### src/rtl/bpe_ram.sv
// Generic single-write, single-read RAM with registered read data.
// No dependencies.
module bpe_ram #(
  parameter int WIDTH = 8,
  parameter int DEPTH = 16
) (
  input  logic                     clk,
  input  logic                     we,
  input  logic [$clog2(DEPTH)-1:0] waddr,
  input  logic [WIDTH-1:0]         wdata,
  input  logic [$clog2(DEPTH)-1:0] raddr,
  output logic [WIDTH-1:0]         rdata
);

  logic [WIDTH-1:0] mem [DEPTH];

  always_ff @(posedge clk) begin
    if (we) begin
      mem[waddr] <= wdata;
    end
    rdata <= mem[raddr];
  end

endmodule

### config.mk
export PLATFORM = sky130hd
export DESIGN_NAME = bpe_ram
export DESIGN_NICKNAME = d
export VERILOG_FILES = /design/src/rtl/bpe_ram.sv
export SDC_FILE = /design/constraint.sdc
export NUM_CORES = 1
export LEC_CHECK = 0
export BUFFER_PORTS_ARGS = -buffer_cell sky130_fd_sc_hd__buf_2
export CAP_MARGIN = 20
export CORE_ASPECT_RATIO = 1.2
export CORE_UTILIZATION = 45
export DETAILED_ROUTE_END_ITERATION = 10
export PLACE_DENSITY = 0.68
export SETUP_SLACK_MARGIN = 0.15
export SLEW_MARGIN = 15
export SYNTH_ARGS = -nofsm -noshare
export SYNTH_HDL_FRONTEND = slang
export SYNTH_SLANG_ARGS = --single-unit
### constraint.sdc
create_clock -name clk -period 2.59 [get_ports clk]
set_input_delay 0.259 -clock clk [delete_from_list [all_inputs] [get_ports clk]]
set_output_delay 0.259 -clock clk [all_outputs]
set_load 0.01 [all_outputs]
==> run summary, run 1 <==
Pwr/cell area: 819 mW/mm²
TritonCTS clock tree: done
Final Worst Setup Slack: 1140 ps
Syn avg cell area: 22.5 µm²
Fin. max-slew vios: 0
Cell Rows: 42
Fmax: 688 MHz
Fraction of layout cells with a size suffix above 1: 0.307
Routed vias: 2432
Cells along the critical path: buf_2 > or3b_2 > nor2_1
DP Cell Count: 415
Fin. Hold Viols: 0
Postcts setup bufs: 0
Clk_skew: 8.45 ps
ANT cells: 0
Buffers & Inverters on Critical Path: 1
Starting Density: 0.464
WS Path Type: in -> reg
Post-DP HPWL: 6230 µm
Nets: 298
CTS Hold Bufs: 0
Pleak: 0.00208 µW
# port buffers: 25
Crit-path max FO: 8
WL/cell: 21.7 µm
Die width: 99.6 µm
DR DRC count: 0
Top Family by Delay on Critical Path: simple AND/OR/NAND/NOR gates
Max H-tree Level: 4
Seq cells post-synth: 136
Setup TNS: 0 ps
Slew margin rel.: 0.498
Resized cells post-CTS: 0
Detailed Route WL: 9710 µm
Root buf cell: clkbuf_16
DP Worst Slack: 708 ps
Initial DRC Count: 241
WP data required: 2620 ps
Worst-margin pin slew: 750 ps
Sequential share of the synthesized area: 0.778
Routed vias/inst: 5.44
Synth unique cells: 19
Tcrit/Tclk final: 0.561
First-pass GRT wire length: 14900 µm
Mapped Nets: 247
Mapped Area: 0.00515 mm²
Slowest stage delay, CP: 600 ps
Status: finished, final reports clean
Clock sink total: 136
RSZ-0062 raised after global routing: no
Tot Pwr: 4990 µW
# setup viols final: 0
Gpl congestion: 0.826
Worst min-delay path category: in -> reg
IO Pins: 26
Drt first pass iters: 6
Die area: 0.0119 mm²
Vert. Die Dim: 119 µm
Cts bufs inserted: 17
Fin crit period: 1450 ps
Slowest-stage cell, CP: nor2_1
Post-Layout Cell Count: 447
Global Route Usage Sum: 0.183
Post-DRT Antenna Nets: 0
Nature of the critical path startpoint: input pin
Global route overflow: 0
Clk_lat worst skew: 410 ps
Worst Hold Slack: 248 ps
Area grow syn2layout: 18.4%
Yosys warning count: 0
CTS max path bufs: 2
CTS clk-pin slew, worst paths: 50 ps
Worst IR Drop VDD: 0.000483 V
Number of global-route vias before repair: 2509
Initial antenna violation count: 0
Core Footprint: 0.0111 mm²
Cells after synthesis: 229
Maxcap violations: 0
CP Capture Type: flop
Largest net degree at the start of global routing: 33
Critical Path AT: 1480 ps
==> power breakdown <==
| part | internal (µW) | total, µW | switching (µW) |
|---|---|---|---|
| Sequential | 2460 | 2480 | 15.6 |
| Clock | 1480 | 2280 | 804 |
| Combinational | 96.2 | 230 | 134 |
| Total | 4040 | 4990 | 953 |
==> final cells by class <==
class                      count  area, µm²
clock buffer                  23        478
fill                         839       4990
sequential                   136       4000
clock inverter                 9       97.6
multi-input combinational     83       1060
tap                          154        193
timing repair buffer          42        265
==> metrics by stage <==
step                utilization  instance area [µm²]
global placement          0.498                 5520
CTS                       0.550                 6090
global route              0.550                 6090
finish                    0.550                 6090
detailed placement        0.498                 5520
floorplan                     -                 5150
==> worst register-to-register path, stage by stage (launching register included) <==
cell and delay, ps:
edfxtp_1 380, mux4_2 480, a22oi_1 310, nand2_1 120
==> path summary, 6_finish.rpt <==
| kind | to | slack [ps] | from | depth (start not counted) |
|---|---|---|---|---|
| hold reg to reg | rdata[3] | 680 | mem[7][3] | 3 |
| setup reg to reg | rdata[6] | 1170 | mem[2][6] | 3 |
| setup / recovery | mem[3][1] | 1140 | waddr[2] | 3 |
| hold / removal | mem[1][4] | 250 | wdata[4] | 1 |
==> layer usage <==
layer,track usage,vias to the layer above,wire length [µm]
met4,0.0689,0,125
met2,0.299,82,5120
met5,0,-,0
li1,-,1073,-
met3,0.0493,9,570
met1,0.234,1268,3890
==> placed cells by master (no fill, tap or decap), drive strengths merged, types with 4 or more instances in the layout <==
cell type	netlist	final
edfxtp	128	128
buf	7	42
mux4	32	32
clkbuf	0	23
a22oi	16	16
nor2	13	13
nand2	9	9
dfxtp	8	8
clkinv	0	6
nor3	4	4
==> registers in the layout, indices dropped and copies added (netlist names) <==
signal	count
mem	128
rdata	8
==> cell usage after synthesis <==
| master | number | share of area |
|---|---|---|
| nand2_1 | 9 | 0.0066 |
| nand2b_1 | 2 | 0.0024 |
| clkdlybuf4s25_2 | 3 | 0.0058 |
| edfxtp_1 | 128 | 0.75 |
| and2_1 | 1 | 0.0012 |
| buf_2 | 3 | 0.0029 |
| nand3b_1 | 2 | 0.0029 |
| buf_4 | 1 | 0.0015 |
| or3b_2 | 1 | 0.0017 |
| mux4_1 | 14 | 0.071 |
| nor2_1 | 13 | 0.0095 |
| and2b_1 | 1 | 0.0015 |
| nand3_1 | 1 | 0.00097 |
| a22oi_1 | 16 | 0.023 |
| mux4_2 | 18 | 0.079 |
| nor3_1 | 4 | 0.0039 |
| nor2b_1 | 1 | 0.0012 |
| buf_6 | 3 | 0.0066 |
| dfxtp_1 | 8 | 0.031 |
==> kinds of logic after synthesis <==
family / after synthesis / share of synthesized area
DFF: 136 / 0.778
and+or+nand+nor: 35 / 0.0318
muxes: 32 / 0.150
AOI/OAI and AO/OA: 16 / 0.0233
buffers and inverters: 10 / 0.0168
Power figures use the tool's default switching activity.
==> inputs of run 2 (changes only) <==
clock period = 1.4 ns   (was 2.59 ns; I/O delays follow)
==> run summary, run 2 (same netlist as run 1, synthesis figures left out) <==
CTS max path bufs: 2 (unchanged)
Setup TNS: 0 ps (unchanged)
Worst reg2reg endpoint: rdata[1]
TritonCTS clock tree: done
Maxcap violations: 0 (unchanged)
Pleak: 0.00216 µW (+3.9%)
Crit-path max FO: 1 (-7)
Fraction of layout cells with a size suffix above 1: 0.440 (+0.133)
DR DRC count: 0 (unchanged)
Initial antenna violation count: 0 (unchanged)
CTS clk-pin slew, worst paths: 50 ps (about the same)
Critical Path AT: 1540 ps (+60 ps)
First-pass GRT wire length: 14600 µm (-1.8%)
Cts bufs inserted: 17 (unchanged)
WL/cell: 20.9 µm (-3.7%)
Number of global-route vias before repair: 2509 (unchanged)
Fmax: 801 MHz
Worst Hold Slack: 114 ps (-135 ps)
Worst min-delay path category: in -> reg
Nature of the critical path startpoint: flop
Clock sink total: 136 (unchanged)
Fillers: 813 (-3.1%)
Gpl congestion: 0.740 (-10%)
# port buffers: 25 (unchanged)
Largest net degree at the start of global routing: 17 (-48%)
Worst IR Drop VDD: 0.000773 V (+60%)
Post-DP HPWL: 6360 µm (+2.1%)
Drt first pass iters: 4 (-2)
R2r setup slk: 150 ps (-1020 ps)
Nets: 312 (+4.7%)
Starting Density: 0.464 (unchanged)
Clk_lat worst skew: 410 ps (about the same)
Pwr/cell area: 1570 mW/mm² (+91%)
Most flop-heavy register: mem
Max H-tree Level: 4 (unchanged)
Worst-margin pin slew: 908 ps (+158 ps)
Global Route Usage Sum: 0.180 (-0.00281)
Fin. max-slew vios: 0 (unchanged)
Commonest non-fill, non-tap cell in the layout: edfxtp_1
Max FFs per register: 128 (unchanged)
Status: finished, final reports clean
Cell Rows: 42 (unchanged)
# setup viols final: 0 (unchanged)
CP Capture Type: flop
Most frequent cells in the layout: 128 x edfxtp_1, 31 x mux4_2, 28 x buf_4
Root buf cell: clkbuf_16
Fin crit period: 1250 ps
Area grow syn2layout: 23.5%
Biggest regs: mem (128), rdata (8)
Die area: 0.0119 mm² (unchanged)
R2R Path Start: mem[3][1]
Post-DRT Antenna Nets: 0 (unchanged)
Global route overflow: 0 (unchanged)
Die width: 99.6 µm (unchanged)
WS Path Type: reg -> reg
R2R depth: 3 (unchanged)
Hold depth: 1 (unchanged)
ANT cells: 0 (unchanged)
Tcrit/Tclk final: 0.891
WP data required: 1690 ps (-930 ps)
Routed vias/inst: 5.28 (-2.9%)
Worst Hold Path EP: mem[4][0]
Initial DRC Count: 152 (-37%)
Routed vias: 2435 (+0.12%)
Clk_skew: 7.03 ps (-1.42 ps)
RSZ-0062 raised after global routing: yes
Slew margin rel.: 0.393 (-0.105)
Hold_sp: wdata[0]
Vert. Die Dim: 119 µm (unchanged)
Core Footprint: 0.0111 mm² (unchanged)
CTS Hold Bufs: 0 (unchanged)
Fin. Hold Viols: 0 (unchanged)
Detailed Route WL: 9640 µm (-0.64%)
IO Pins: 26 (unchanged)
run 2: critical path, cell delays in order (launching register included):
cell	delay (ps)
edfxtp_1	370
mux4_2	490
a22oi_2	210
nand2_1	70
run 2: report_power, final:
part           switching, µW  internal (µW)  total [µW]
registers               26.0           4550        4580
logic                    265            218         482
clock network           1520           3390        4910
total                   1810           8160        9970
run 2: layout make-up:
type                            instances  area (µm²)  area share
Sequential cell                       136        4000       0.630
Clock inverter                          8         164      0.0258
Multi-Input combinational cell         83        1100       0.173
Timing Repair Buffer                   56         395      0.0622
Clock buffer                           24         502      0.0789
Tap cell                              154         193      0.0303
run 2: worst max path at each step:
stage	start	slack, ps	cells past startpoint	to
after global routing	mem[3][5]	100	3	rdata[5]
after detailed placement	raddr[0]	-160	5	rdata[3]
after CTS	mem[7][4]	130	3	rdata[4]
after floorplan	raddr[0]	120	5	rdata[1]
after global placement	raddr[0]	-140	5	rdata[3]
final	mem[3][1]	150	3	rdata[1]
run 2: repair_timing:
item                       4_1_cts  5_1_grt
setup endpoints to repair        8        8
pin swaps                        5        2
setup buffers                    0        0
cloned                           0        0
resized for setup               13       11
run 2: stage by stage:
stage / total power [µW] / worst slack, ps / utilization / cell area [µm²] / std cells
after floorplan: 4910 / 124 / - / 5190 / 229
after detailed placement: 5120 / -160 / 0.513 / 5690 / 429
after global routing: 10200 / 104 / 0.573 / 6360 / 461
after CTS: 10000 / 126 / 0.572 / 6340 / 461
after global placement: 5110 / -144 / 0.513 / 5690 / 429
final: 9970 / 152 / 0.573 / 6360 / 461
run 2: layer usage:
layer / global-route usage / vias to the layer above / wire [µm]
li1: - / 1089 / -
met1: 0.228 / 1249 / 3980
met2: 0.295 / 82 / 5040
met3: 0.0411 / 15 / 434
met4: 0.0836 / 0 / 189
met5: 0 / - / 0
