## src/rtl/bpe_pkg.sv

```systemverilog
// Shared types and constants for the byte-pair merge tokenizer.
// No dependencies; bpe_front, bpe_back, the top level, the checker and the bench import this package.
package bpe_pkg;

  localparam int LEN_W = 7;
  localparam int IDX_W = 6;

  localparam logic [31:0] FNV_OFFSET = 32'd2166136261;
  localparam logic [31:0] FNV_PRIME  = 32'd16777619;
  localparam logic [31:0] NO_RANK    = 32'hFFFF_FFFF;

  localparam logic [4:0] CFG_RESET = 5'd18;
  localparam logic [4:0] MIN_LOG2  = 5'd4;

  localparam logic REQ_INSERT = 1'b0;

  localparam logic [2:0] STAT_OK         = 3'd0;
  localparam logic [2:0] STAT_NO_VOCAB   = 3'd1;
  localparam logic [2:0] STAT_TOO_LONG   = 3'd2;
  localparam logic [2:0] STAT_TABLE_FULL = 3'd3;
  localparam logic [2:0] STAT_POOL_FULL  = 3'd4;

  typedef struct packed {
    logic              req_type;
    logic [LEN_W-1:0]  len;
    logic              ov;
    logic [31:0]       rank;
    logic              bank;
  } job_t;

  typedef struct packed {
    logic              en;
    logic              bank;
    logic [IDX_W-1:0]  idx;
    logic [7:0]        data;
  } gwr_t;

  typedef enum logic [4:0] {
    S_CLEAR,
    S_IDLE,
    S_HASH_A,
    S_HASH_D,
    S_HASH_END,
    S_PROBE_A,
    S_PROBE_D,
    S_NEXT,
    S_CMP_A,
    S_CMP_D,
    S_INS_CHK,
    S_COPY_A,
    S_COPY_D,
    S_INS_DONE,
    S_INIT,
    S_INIT_W,
    S_SCAN_GO,
    S_SCAN_A,
    S_SCAN_D,
    S_SCAN_END,
    S_MERGE,
    S_MERGE_W1,
    S_MERGE_W2,
    S_FIN_FIND,
    S_FIN_TOK,
    S_EMIT_FIND,
    S_EMIT_A,
    S_EMIT_D,
    S_OUT,
    S_POP
  } state_t;

endpackage

```

## src/rtl/bpe_if.sv

```systemverilog
// Valid/ready channel interfaces for input bytes and output tokens.
// No dependencies.
interface bpe_byte_if;
  logic        valid;
  logic        ready;
  logic        req_type;
  logic [7:0]  data_byte;
  logic        last;
  logic [31:0] rank;

  modport source (output valid, req_type, data_byte, last, rank, input ready);
  modport sink (input valid, req_type, data_byte, last, rank, output ready);
endinterface


```

## src/rtl/bpe_front.sv

```systemverilog
// Front end: gathers bytes into a two-bank buffer and queues closed jobs.
// Depends on bpe_pkg and bpe_if.
module bpe_front #(
  parameter int MAX_PIECE = 64
) (
  input  logic          clk,
  input  logic          rst,
  bpe_byte_if.sink      byte_ch,
  input  logic          busy,
  output bpe_pkg::gwr_t gw,
  output logic          job_valid,
  output bpe_pkg::job_t job,
  input  logic          pop
);
  import bpe_pkg::*;

  localparam int LW = $clog2(MAX_PIECE + 1);

  logic [LW-1:0] gcount;
  logic          ov;
  logic          wptr;
  logic          rptr;
  logic [1:0]    qcount;
  job_t          q [2];
  job_t          entry;
  logic          full;
  logic          accept;
  logic          push;

  assign full   = gcount == LW'(MAX_PIECE);
  assign accept = byte_ch.valid && byte_ch.ready;
  assign push   = accept && byte_ch.last;

  assign byte_ch.ready = (qcount != 2'd2) && !busy;

  assign gw.en   = accept && !full;
  assign gw.bank = wptr;
  assign gw.idx  = IDX_W'(gcount);
  assign gw.data = byte_ch.data_byte;

  always_comb begin
    entry.req_type = byte_ch.req_type;
    entry.len      = full ? LEN_W'(gcount) : LEN_W'(gcount + LW'(1));
    entry.ov       = ov || full;
    entry.rank     = byte_ch.rank;
    entry.bank     = wptr;
  end

  assign job_valid = qcount != 2'd0;
  assign job       = q[rptr];

  always_ff @(posedge clk) begin
    if (rst) begin
      gcount <= '0;
      ov     <= 1'b0;
      wptr   <= 1'b0;
      rptr   <= 1'b0;
      qcount <= 2'd0;
    end else begin
      if (accept) begin
        if (push) begin
          gcount <= '0;
          ov     <= 1'b0;
          wptr   <= !wptr;
        end else if (full) begin
          ov <= 1'b1;
        end else begin
          gcount <= gcount + LW'(1);
        end
      end
      if (pop) begin
        rptr <= !rptr;
      end
      case ({push, pop})
        2'b10:   qcount <= qcount + 2'd1;
        2'b01:   qcount <= qcount - 2'd1;
        default: qcount <= qcount;
      endcase
    end
  end

  always_ff @(posedge clk) begin
    if (push) begin
      q[wptr] <= entry;
    end
  end

endmodule

```

## src/flat_wrapper.sv

```systemverilog
// flat-port wrapper written by rule: the top's interface ports become plain ports
module bpe_front_flat import bpe_pkg::*;
#(
  parameter int MAX_PIECE = 64
)
  (clk, rst, busy, gw, job_valid, job, pop, byte_ch_valid, byte_ch_req_type, byte_ch_data_byte, byte_ch_last, byte_ch_rank, byte_ch_ready);
  bpe_byte_if byte_ch_i ();
  input  logic clk;
  input  logic rst;
  input  logic busy;
  output bpe_pkg::gwr_t gw;
  output logic job_valid;
  output bpe_pkg::job_t job;
  input  logic pop;
  input wire logic [$bits(byte_ch_i.valid)-1:0] byte_ch_valid;
  input wire logic [$bits(byte_ch_i.req_type)-1:0] byte_ch_req_type;
  input wire logic [$bits(byte_ch_i.data_byte)-1:0] byte_ch_data_byte;
  input wire logic [$bits(byte_ch_i.last)-1:0] byte_ch_last;
  input wire logic [$bits(byte_ch_i.rank)-1:0] byte_ch_rank;
  output wire logic [$bits(byte_ch_i.ready)-1:0] byte_ch_ready;
  assign byte_ch_i.valid = byte_ch_valid;
  assign byte_ch_i.req_type = byte_ch_req_type;
  assign byte_ch_i.data_byte = byte_ch_data_byte;
  assign byte_ch_i.last = byte_ch_last;
  assign byte_ch_i.rank = byte_ch_rank;
  assign byte_ch_ready = byte_ch_i.ready;
  bpe_front #(.MAX_PIECE(MAX_PIECE)) u_core (.clk(clk), .rst(rst), .byte_ch(byte_ch_i), .busy(busy), .gw(gw), .job_valid(job_valid), .job(job), .pop(pop));
endmodule
```

## config.mk

```make
export PLATFORM = sky130hd
export DESIGN_NAME = bpe_front_flat
export DESIGN_NICKNAME = d
export VERILOG_FILES = /design/src/rtl/bpe_pkg.sv /design/src/rtl/bpe_if.sv /design/src/rtl/bpe_front.sv /design/src/flat_wrapper.sv
export SDC_FILE = /design/constraint.sdc
export NUM_CORES = 1
export LEC_CHECK = 0
export ABC_AREA = 1
export ABC_CLOCK_PERIOD_IN_PS = 3900
export BUFFER_PORTS_ARGS = -buffer_cell sky130_fd_sc_hd__buf_2
export CAP_MARGIN = 20
export CORE_ASPECT_RATIO = 0.5
export CORE_UTILIZATION = 35
export DETAILED_ROUTE_END_ITERATION = 8
export GPL_TIMING_DRIVEN = 1
export PLACE_DENSITY = 0.63
export SLEW_MARGIN = 20
export SYNTH_ARGS = -nofsm -noshare
export SYNTH_HDL_FRONTEND = slang
export SYNTH_SLANG_ARGS = --single-unit
```

## constraint.sdc

```tcl
create_clock -name clk -period 3.9 [get_ports clk]
set_input_delay 0.39 -clock clk [delete_from_list [all_inputs] [get_ports clk]]
set_output_delay 0.39 -clock clk [all_outputs]
set_load 0.005 [all_outputs]
```

==> flow_metrics.tcl, run 1 <==
set metrics [dict create \
    max_cap_viol_count 0 \
    synth_fp_nets 295 \
    portBuffers 90 \
    postRouteAntennaNets 0 \
    dieArea_um2 11500 \
    clockPowerShare_pct 39.7 \
    p_switching_uw 467 \
    busiest_layer "met2" \
    met3_usage_pct 3.77 \
    synth_seq_cells 97 \
    cts_max_path_buffers 2 \
    drcViolationCount 0 \
    met1_usage_pct 13.5 \
    crit_type "register to register" \
    worstPathArrival_ns 2.32 \
    fmax_mhz 435 \
    fin_setup_tns_ns 0 \
    start_util_pct 36.9 \
    cts_tree "yes" \
    dp_hpwl_um 4700 \
    maxSlewHeadroom_pct 34.3 \
    synthArstFlopShare_pct 0 \
    dp_slack_ns 1.45 \
    layout_commonest_cell "buf_2" \
    area_delta_synth_final_pct 21.2 \
    ctsHtreeMaxLevel 3 \
    drt_iter0_drc 136 \
    synth_top_area_share_pct 65.4 \
    crit_path_cell_trace "inv_2 > nand2_4 > nand4_1 > nor2_4 > buf_4" \
    hold_ws_ns 0.236 \
    synth_edf_count 84 \
    ios 107 \
    postSynthAreaPerCell_um2 15.7 \
    core-area_um2 10400 \
    wire_per_inst_um 14.2 \
    finalCritPeriodShare_pct 58.9 \
    fin_crit_ns 2.30 \
    grt_max_degree 43 \
    seq_power_share_pct 53.3 \
    holdBufCountCts 0 \
    p_int_uw 1740 \
    rsz0062_at_grt "no" \
    synth_area_um2 3860 \
    synth_area_leader_cell "edfxtp_1" \
    ys_seq_area_share_pct 72.1 \
    grt_pass1_vias 2217 \
    synth-main-ff-cell "edfxtp_1" \
    synthTopCellsByArea "edfxtp_1, mux2_2, dfxtp_1" \
    maxSlewViolCount 0 \
    postPlaceCellArea_um2 4370 \
    cts_resized 0 \
    yosysUniqueCellTypes 24 \
    clkTransAtPathRegs_ns 0.07 \
    hp-class "primary input to register" \
    hold_viol_final 0 \
    antenna_cells 0 \
    cts_root_buf "clkbuf_16" \
    cts_buffers 9 \
    finClkSkew_ns 0.00527 \
    vdd_drop_max_mv 0.248 \
    routed_wl_um 6720 \
    num_rows 26 \
    p_total_uw 2200 \
    cp_slowest_stage_delay_ns 0.73 \
    vias 2117 \
    status "finished, final reports clean" \
    viasPerCell 4.49 \
    post_cts_buffers 0 \
    layout_setup_ws_ns 1.60 \
    worstMarginPinSlew_ns 0.985 \
    grt_first_pass_wirelength_um 10700 \
    cts_sinks 97 \
    track_usage_pct 12.3 \
    fin_area_um2 4680 \
    layout_common_cells "buf_2, edfxtp_1, mux2_2" \
    dr.pass1.iters 5 \
    final_layout_size_suffix_gt1_share_pct 47.6 \
    power_density_nw_per_um2 471 \
    fillers 907 \
    die_x_um 150 \
    cp.required_ns 3.93 \
    setup_violations 0 \
    switching_share_pct 21.2 \
    finalNetCount 377 \
    antenna_found_initial 0 \
    cp-end-kind "register" \
    crit_path_start_kind "register" \
    use_met2_pct 22.4 \
    dieHeight_um 76.2 \
    crit_slowest_cell "nor2_4" \
    insertion_delay_ns 0.34 \
    synth_cells 245 \
    gp_congestion 0.756 \
    yosysWarnings 0 \
    overflow 0 \
    share_comb_of_total_power_pct 7.0 \
    leakagePower_uw 0.00175 \
    crit_fanout 27 \
]
## path summary, 6_finish.rpt
kind	startpoint	slack, ns	end	depth (start not counted)
max	u_core.qcount[0]	1.60	u_core.q[1][11]	5
min reg2reg	u_core.ov	0.49	u_core.ov	2
max reg2reg	u_core.qcount[0]	1.60	u_core.q[1][11]	5
min	byte_ch_rank[21]	0.24	u_core.q[1][22]	1
## routing by layer
| layer | wire (um) | up-vias |
|---|---|---|
| li1 | - | 1040 |
| met1 | 2720 | 1019 |
| met2 | 3570 | 43 |
| met3 | 341 | 15 |
| met4 | 93 | 0 |
| met5 | 0 | - |
## final cells by class
class                      instances  area (um2)  share of cell area [%]
clock inverter                     7        77.6                    1.66
clock buffer                       9         225                    4.82
multi-input combinational        115         903                    19.3
sequential                        97        2780                    59.5
inverter                          12        45.0                   0.963
tap                              140         175                    3.75
timing repair buffer              92         465                    9.95
## kinds of logic (layout without fill, tap and decap cells)
| kind of cell | Yosys count | in the layout | synth area share [%] |
|---|---|---|---|
| AO/OA/AOI/OAI | 17 | 17 | 2.30 |
| XOR/XNOR | 5 | 5 | 1.14 |
| adder cells (fa/ha/maj) | 3 | 3 | 0.973 |
| buffers and inverters | 33 | 120 | 4.83 |
| flip-flops | 97 | 97 | 72.1 |
| multiplexers | 42 | 42 | 12.3 |
| AND/OR/NAND/NOR | 48 | 48 | 6.36 |
## through the flow
stage / utilization [%] / instances
floorplan: - / 245
global placement: 41.9 / 456
detailed placement: 41.9 / 456
CTS: 44.8 / 472
global route: 44.8 / 472
finish: 44.8 / 472
## cells in the mapped netlist, drive strengths merged (2+ instances only)
| master | count |
|---|---|
| nand3 | 7 |
| ha | 3 |
| dfxtp | 13 |
| xnor2 | 3 |
| o21ai | 4 |
| nor2 | 12 |
| inv | 12 |
| buf | 20 |
| a21oi | 11 |
| mux2 | 42 |
| nand4 | 2 |
| nand2 | 25 |
| edfxtp | 84 |
| and2 | 2 |
| xor2 | 2 |
## power groups by stage
stage	combinational (uW)	clock, uW	sequential (uW)
4_1_cts	158	889	1180
5_1_grt	169	931	1180
3_3_place_gp	154	0	1200
6_report	154	874	1180
3_5_place_dp	157	0	1200
2_1_floorplan	105	0	1180
## flip-flops by register name, summed over array words and instances, names as in the netlist, named ones only
name           flops
u_core.q          84
u_core.gcount      7
u_core.qcount      2
u_core.ov          1
u_core.rptr        1
u_core.wptr        1
## critical path, delay by kind of cell (launching register included)
kind	cells	cell delay, ns
buf+inv	2	0.46
flops	1	0.39
simple gates	3	1.12
(Power assumes the default switching activity.)
==> inputs of run 2 (changes only) <==
--- a/config.mk
+++ b/config.mk
@@ -6,14 +6,14 @@
 export NUM_CORES = 1
 export LEC_CHECK = 0
 export ABC_AREA = 1
-export ABC_CLOCK_PERIOD_IN_PS = 3900
+export ABC_CLOCK_PERIOD_IN_PS = 1900
 export BUFFER_PORTS_ARGS = -buffer_cell sky130_fd_sc_hd__buf_2
 export CAP_MARGIN = 20
 export CORE_ASPECT_RATIO = 0.5
 export CORE_UTILIZATION = 35
 export DETAILED_ROUTE_END_ITERATION = 8
 export GPL_TIMING_DRIVEN = 1
-export PLACE_DENSITY = 0.63
+export PLACE_DENSITY = 0.65
 export SLEW_MARGIN = 20
 export SYNTH_ARGS = -nofsm -noshare
 export SYNTH_HDL_FRONTEND = slang
==> constraint.sdc (replaced) <==
create_clock -name clk -period 1.9 [get_ports clk]
set_input_delay 0.19 -clock clk [delete_from_list [all_inputs] [get_ports clk]]
set_output_delay 0.19 -clock clk [all_outputs]
set_load 0.005 [all_outputs]
==> flow_metrics.tcl, run 2 (same netlist as run 1, synthesis figures left out) <==
set metrics [dict create \
    worstPathArrival_ns 1.51 \
    drcViolationCount 0 \
    crit_path_cell_trace "inv_1 > ha_1 > nand2_1 > inv_1 > a31oi_1 > buf_2" \
    cp_top_family "flip-flops" \
    crit_type "register to primary output" \
    holdBufCountCts 0 \
    maxSlewViolCount 0 \
    finClkSkew_ns 0.00777 \
    post_cts_buffers 0 \
    cts_buffers 9 \
    hp-class "primary input to register" \
    dieHeight_um 76.2 \
    reg2regPathDepth 9 \
    final_cells 474 \
    cp_num_cells 6 \
    routed_wl_um 6600 \
    finalNetCount 379 \
    cts_root_buf "clkbuf_16" \
    clkTransAtPathRegs_ns 0.06 \
    overflow 0 \
    cts_sinks 97 \
    dieArea_um2 11500 \
    crit_path_start_kind "register" \
    fin_setup_tns_ns 0 \
    area_delta_synth_final_pct 21.5 \
    num_rows 26 \
    vdd_drop_max_mv 0.377 \
    grt_max_degree 43 \
    vias 2147 \
    wire_per_inst_um 13.9 \
    p_total_uw 4330 \
    layout_commonest_cell "buf_2" \
    track_usage_pct 12.3 \
    rrSetupSlack_ns 0.28 \
    die_x_um 150 \
    cp-end-kind "primary output" \
    dp.cells 458 \
    hold_depth 1 \
    ios 107 \
    cp.required_ns 1.71 \
    regMostFlops "u_core.q" \
    layout_common_cells "buf_2, edfxtp_1, mux2_2" \
    portBuffers 90 \
    path_buf_inv 3 \
    setup_violations 0 \
    crit_slowest_cell "dfxtp_1" \
    hold_ws_ns 0.0454 \
    leakagePower_uw 0.00176 \
    viasPerCell 4.53 \
    antenna_cells 0 \
    postPlaceCellArea_um2 4430 \
    worstMarginPinSlew_ns 0.316 \
    maxSlewHeadroom_pct 78.8 \
    fmax_mhz 589 \
    dp_hpwl_um 4460 \
    fin_area_um2 4690 \
    crit_fanout 7 \
    fin_crit_ns 1.70 \
    dr.pass1.iters 4 \
    hold_viol_final 0 \
    drt_iter0_drc 98 \
    cp_slowest_stage_delay_ns 0.44 \
    cts_resized 0 \
    grt_first_pass_wirelength_um 10600 \
    power_density_nw_per_um2 923 \
    grt_pass1_vias 2137 \
    rsz0062_at_grt "no" \
    postRouteAntennaNets 0 \
    insertion_delay_ns 0.33 \
    status "finished, final reports clean" \
    core-area_um2 10400 \
    ctsHtreeMaxLevel 3 \
    final_layout_size_suffix_gt1_share_pct 47.9 \
    largest_reg_flops 84 \
    cts_max_path_buffers 2 \
    cp_common_cell "inv_1" \
    cts_tree "yes" \
    largestRegisters "u_core.q (84), u_core.gcount (7), u_core.qcount (2)" \
    gp_congestion 0.768 \
    finalCritPeriodShare_pct 89.4 \
    antenna_found_initial 0 \
    max_cap_viol_count 0 \
    start_util_pct 36.9 \
]
## run 2: changes by cell type in the layout (fill, tap and decap cells not counted), sizes merged
cell,change
buf,+2
bufinv,-1
clkbuf,+1
clkinv,+2
clkinvlp,-2
## run 2: worst paths after layout
path | start | to
setup reg to reg | u_core.qcount[0] | u_core.qcount[1]
hold / removal | byte_ch_rank[28] | u_core.q[0][29]
hold reg to reg | u_core.ov | u_core.ov
setup / recovery | u_core.gcount[0] | gw[15]
## run 2: area by class of cell
class | instances | area (um2)
fillers | 931 | 5760
flip-flops and latches | 97 | 2780
multi-input cells | 115 | 903
repair buffers | 94 | 518
clock buffers | 10 | 229
well taps | 140 | 175
inverters | 12 | 45.0
clock inverters | 6 | 32.5
## run 2: worst reg2reg max path: cells and delay by family (launching register included)
| kind | cells | cell delay [ns] |
|---|---|---|
| DFF | 1 | 0.39 |
| buffers and inverters | 3 | 0.34 |
| and+or+nand+nor | 3 | 0.23 |
| adders and majority gates | 1 | 0.27 |
| AOI/OAI and AO/OA | 2 | 0.28 |
## run 2: stage by stage
stage | util (%) | worst slack, ns
2_1_floorplan | - | -0.370
5_1_grt | 44.9 | 0.0851
6_report | 44.9 | 0.202
4_1_cts | 44.9 | 0.206
3_3_place_gp | 42.4 | 0.418
3_5_place_dp | 42.4 | 0.292
## run 2: power by group
part	leakage (uW)	switching, uW	internal [uW]
Combinational	0.000751	177	186
Clock	0.000137	705	878
Sequential	0.000872	19.9	2360
## run 2: metal layers
metal | share of wire, % | GRT usage (%)
met4 | 1.6 | 5.05
met2 | 53 | 20.7
met1 | 40 | 14.0
met3 | 4.9 | 4.49
met5 | 0 | 0
==> inputs of run 3 (changes only) <==
--- a/config.mk
+++ b/config.mk
@@ -13,7 +13,7 @@
 export CORE_UTILIZATION = 35
 export DETAILED_ROUTE_END_ITERATION = 8
 export GPL_TIMING_DRIVEN = 1
-export PLACE_DENSITY = 0.65
+export PLACE_DENSITY = 0.58
 export SLEW_MARGIN = 20
 export SYNTH_ARGS = -nofsm -noshare
 export SYNTH_HDL_FRONTEND = slang
==> flow_metrics.tcl, run 3 (same netlist as run 1, synthesis figures left out) <==
set metrics [dict create \
    regMostFlops "u_core.q" \
    hold_viol_final 0 \
    fin_area_um2 4750 \
    area_delta_synth_final_pct 23.2 \
    portBuffers 90 \
    largestRegisters "u_core.q (84), u_core.gcount (7), u_core.qcount (2)" \
    finalCritPeriodShare_pct 88.0 \
    cts_max_path_buffers 2 \
    layout_common_cells "buf_2, edfxtp_1, mux2_2" \
    leakagePower_uw 0.00178 \
    cp.required_ns 1.71 \
    crit_path_cell_trace "inv_1 > ha_1 > nand2_1 > inv_1 > a31oi_1 > buf_2" \
    dp_hpwl_um 4540 \
    grt_first_pass_wirelength_um 10400 \
    ctsHtreeMaxLevel 3 \
    setup_violations 0 \
    num_rows 26 \
    vias 2114 \
    finClkSkew_ns 0.00445 \
    maxSlewViolCount 0 \
    wl_met3_um 299 \
    dieArea_um2 11500 \
    cp_common_cell "inv_1" \
    wire_per_inst_um 14.0 \
    timing.rr.start "u_core.qcount[0]" \
    dp_slack_ns 0.0164 \
    crit_start "u_core.gcount[0]" \
    postRouteAntennaNets 0 \
    ios 107 \
    worstPathArrival_ns 1.48 \
    fin_crit_ns 1.67 \
    crit_type "register to primary output" \
    gp_congestion 0.767 \
    p_total_uw 4630 \
    layout_commonest_cell "buf_2" \
    die_x_um 150 \
    dr.max_layer_used "met4" \
    overflow 0 \
    dp.cells 457 \
    max_cap_viol_count 0 \
    antenna_cells 0 \
    crit_slowest_cell "dfxtp_1" \
    track_usage_pct 12.2 \
    grt_max_degree 43 \
    drt_iter0_drc 78 \
    cp-end-kind "primary output" \
    fmax_mhz 598 \
    dieHeight_um 76.2 \
    cts_sinks 97 \
    layout_setup_ws_ns 0.228 \
    viasPerCell 4.45 \
    largest_reg_flops 84 \
    vdd_drop_max_mv 0.517 \
    min_from "byte_ch_rank[4]" \
    cp_slowest_stage_delay_ns 0.44 \
    cts_buffers 9 \
    fin_util_pct 45.5 \
    final_layout_size_suffix_gt1_share_pct 47.8 \
    crit_path_start_kind "register" \
    wl_met1_um 2600 \
    finalNetCount 380 \
    worstMarginPinSlew_ns 0.315 \
    wl_met2_um 3670 \
    antenna_found_initial 0 \
    postPlaceCellArea_um2 4420 \
    drcViolationCount 0 \
    rsz0062_at_grt "no" \
    cts_tree "yes" \
    hp-class "primary input to register" \
    power_density_nw_per_um2 973 \
    maxSlewHeadroom_pct 78.8 \
    final_cells 475 \
    insertion_delay_ns 0.33 \
    cts_root_buf "clkbuf_16" \
    status "finished, final reports clean" \
    clkTransAtPathRegs_ns 0.06 \
    routed_wl_um 6670 \
    crit_fanout 7 \
    core-area_um2 10400 \
    grt_pass1_vias 2184 \
    start_util_pct 36.9 \
    dr.pass1.iters 4 \
]
[run 3: path summary, 6_finish.rpt]
check	end	slack [ns]	depth (start not counted)
max	gw[15]	0.23	6
max reg2reg	u_core.q[0][33]	0.32	6
min	u_core.q[0][5]	0.05	1
min reg2reg	u_core.ov	0.47	2
[run 3: what timing repair did]
action	4_1_cts	5_1_grt
hold buffers	0	0
setup buffers	0	2
setup endpoints to repair	0	1
gates resized for setup	0	0
[run 3: power breakdown]
| part | total (uW) | internal, uW | leakage, uW | switching, uW |
|---|---|---|---|---|
| Combinational | 366 | 187 | 0.000756 | 179 |
| Clock | 1880 | 1160 | 0.000155 | 712 |
| Sequential | 2380 | 2360 | 0.000872 | 20.8 |
| Total | 4630 | 3710 | 0.00178 | 911 |
[run 3: worst max-delay path, delay by kind of cell, from the launching register on]
kind | cells | cell delay (ns)
compound gates | 1 | 0.16
buf+inv | 3 | 0.28
simple gates | 1 | 0.06
fa+ha+maj | 1 | 0.20
flops | 1 | 0.44
[run 3: per-stage QoR]
| stage | TNS [ns] | hold slack (ns) |
|---|---|---|
| 4_1_cts | 0 | 0.0330 |
| 5_1_grt | 0 | 0.0303 |
| 2_1_floorplan | -31.05 | 0.289 |
| 3_5_place_dp | 0 | 0.380 |
| 3_3_place_gp | 0 | 0.379 |
| 6_report | 0 | 0.0457 |
[run 3: routing by layer]
metal  vias to the layer above  GRT usage (%)
li1                       1050              -
met1                      1017           12.6
met2                        37           22.5
met3                        10           3.71
met4                         0           5.35
met5                         -              0
[run 3: area by class of cell]
type	instances	area, um2
inverter	12	45.0
sequential	97	2780
multi-input combinational	115	903
clock inverter	5	86.3
timing repair buffer	95	526
tap	140	175
clock buffer	11	233
fill	896	5690
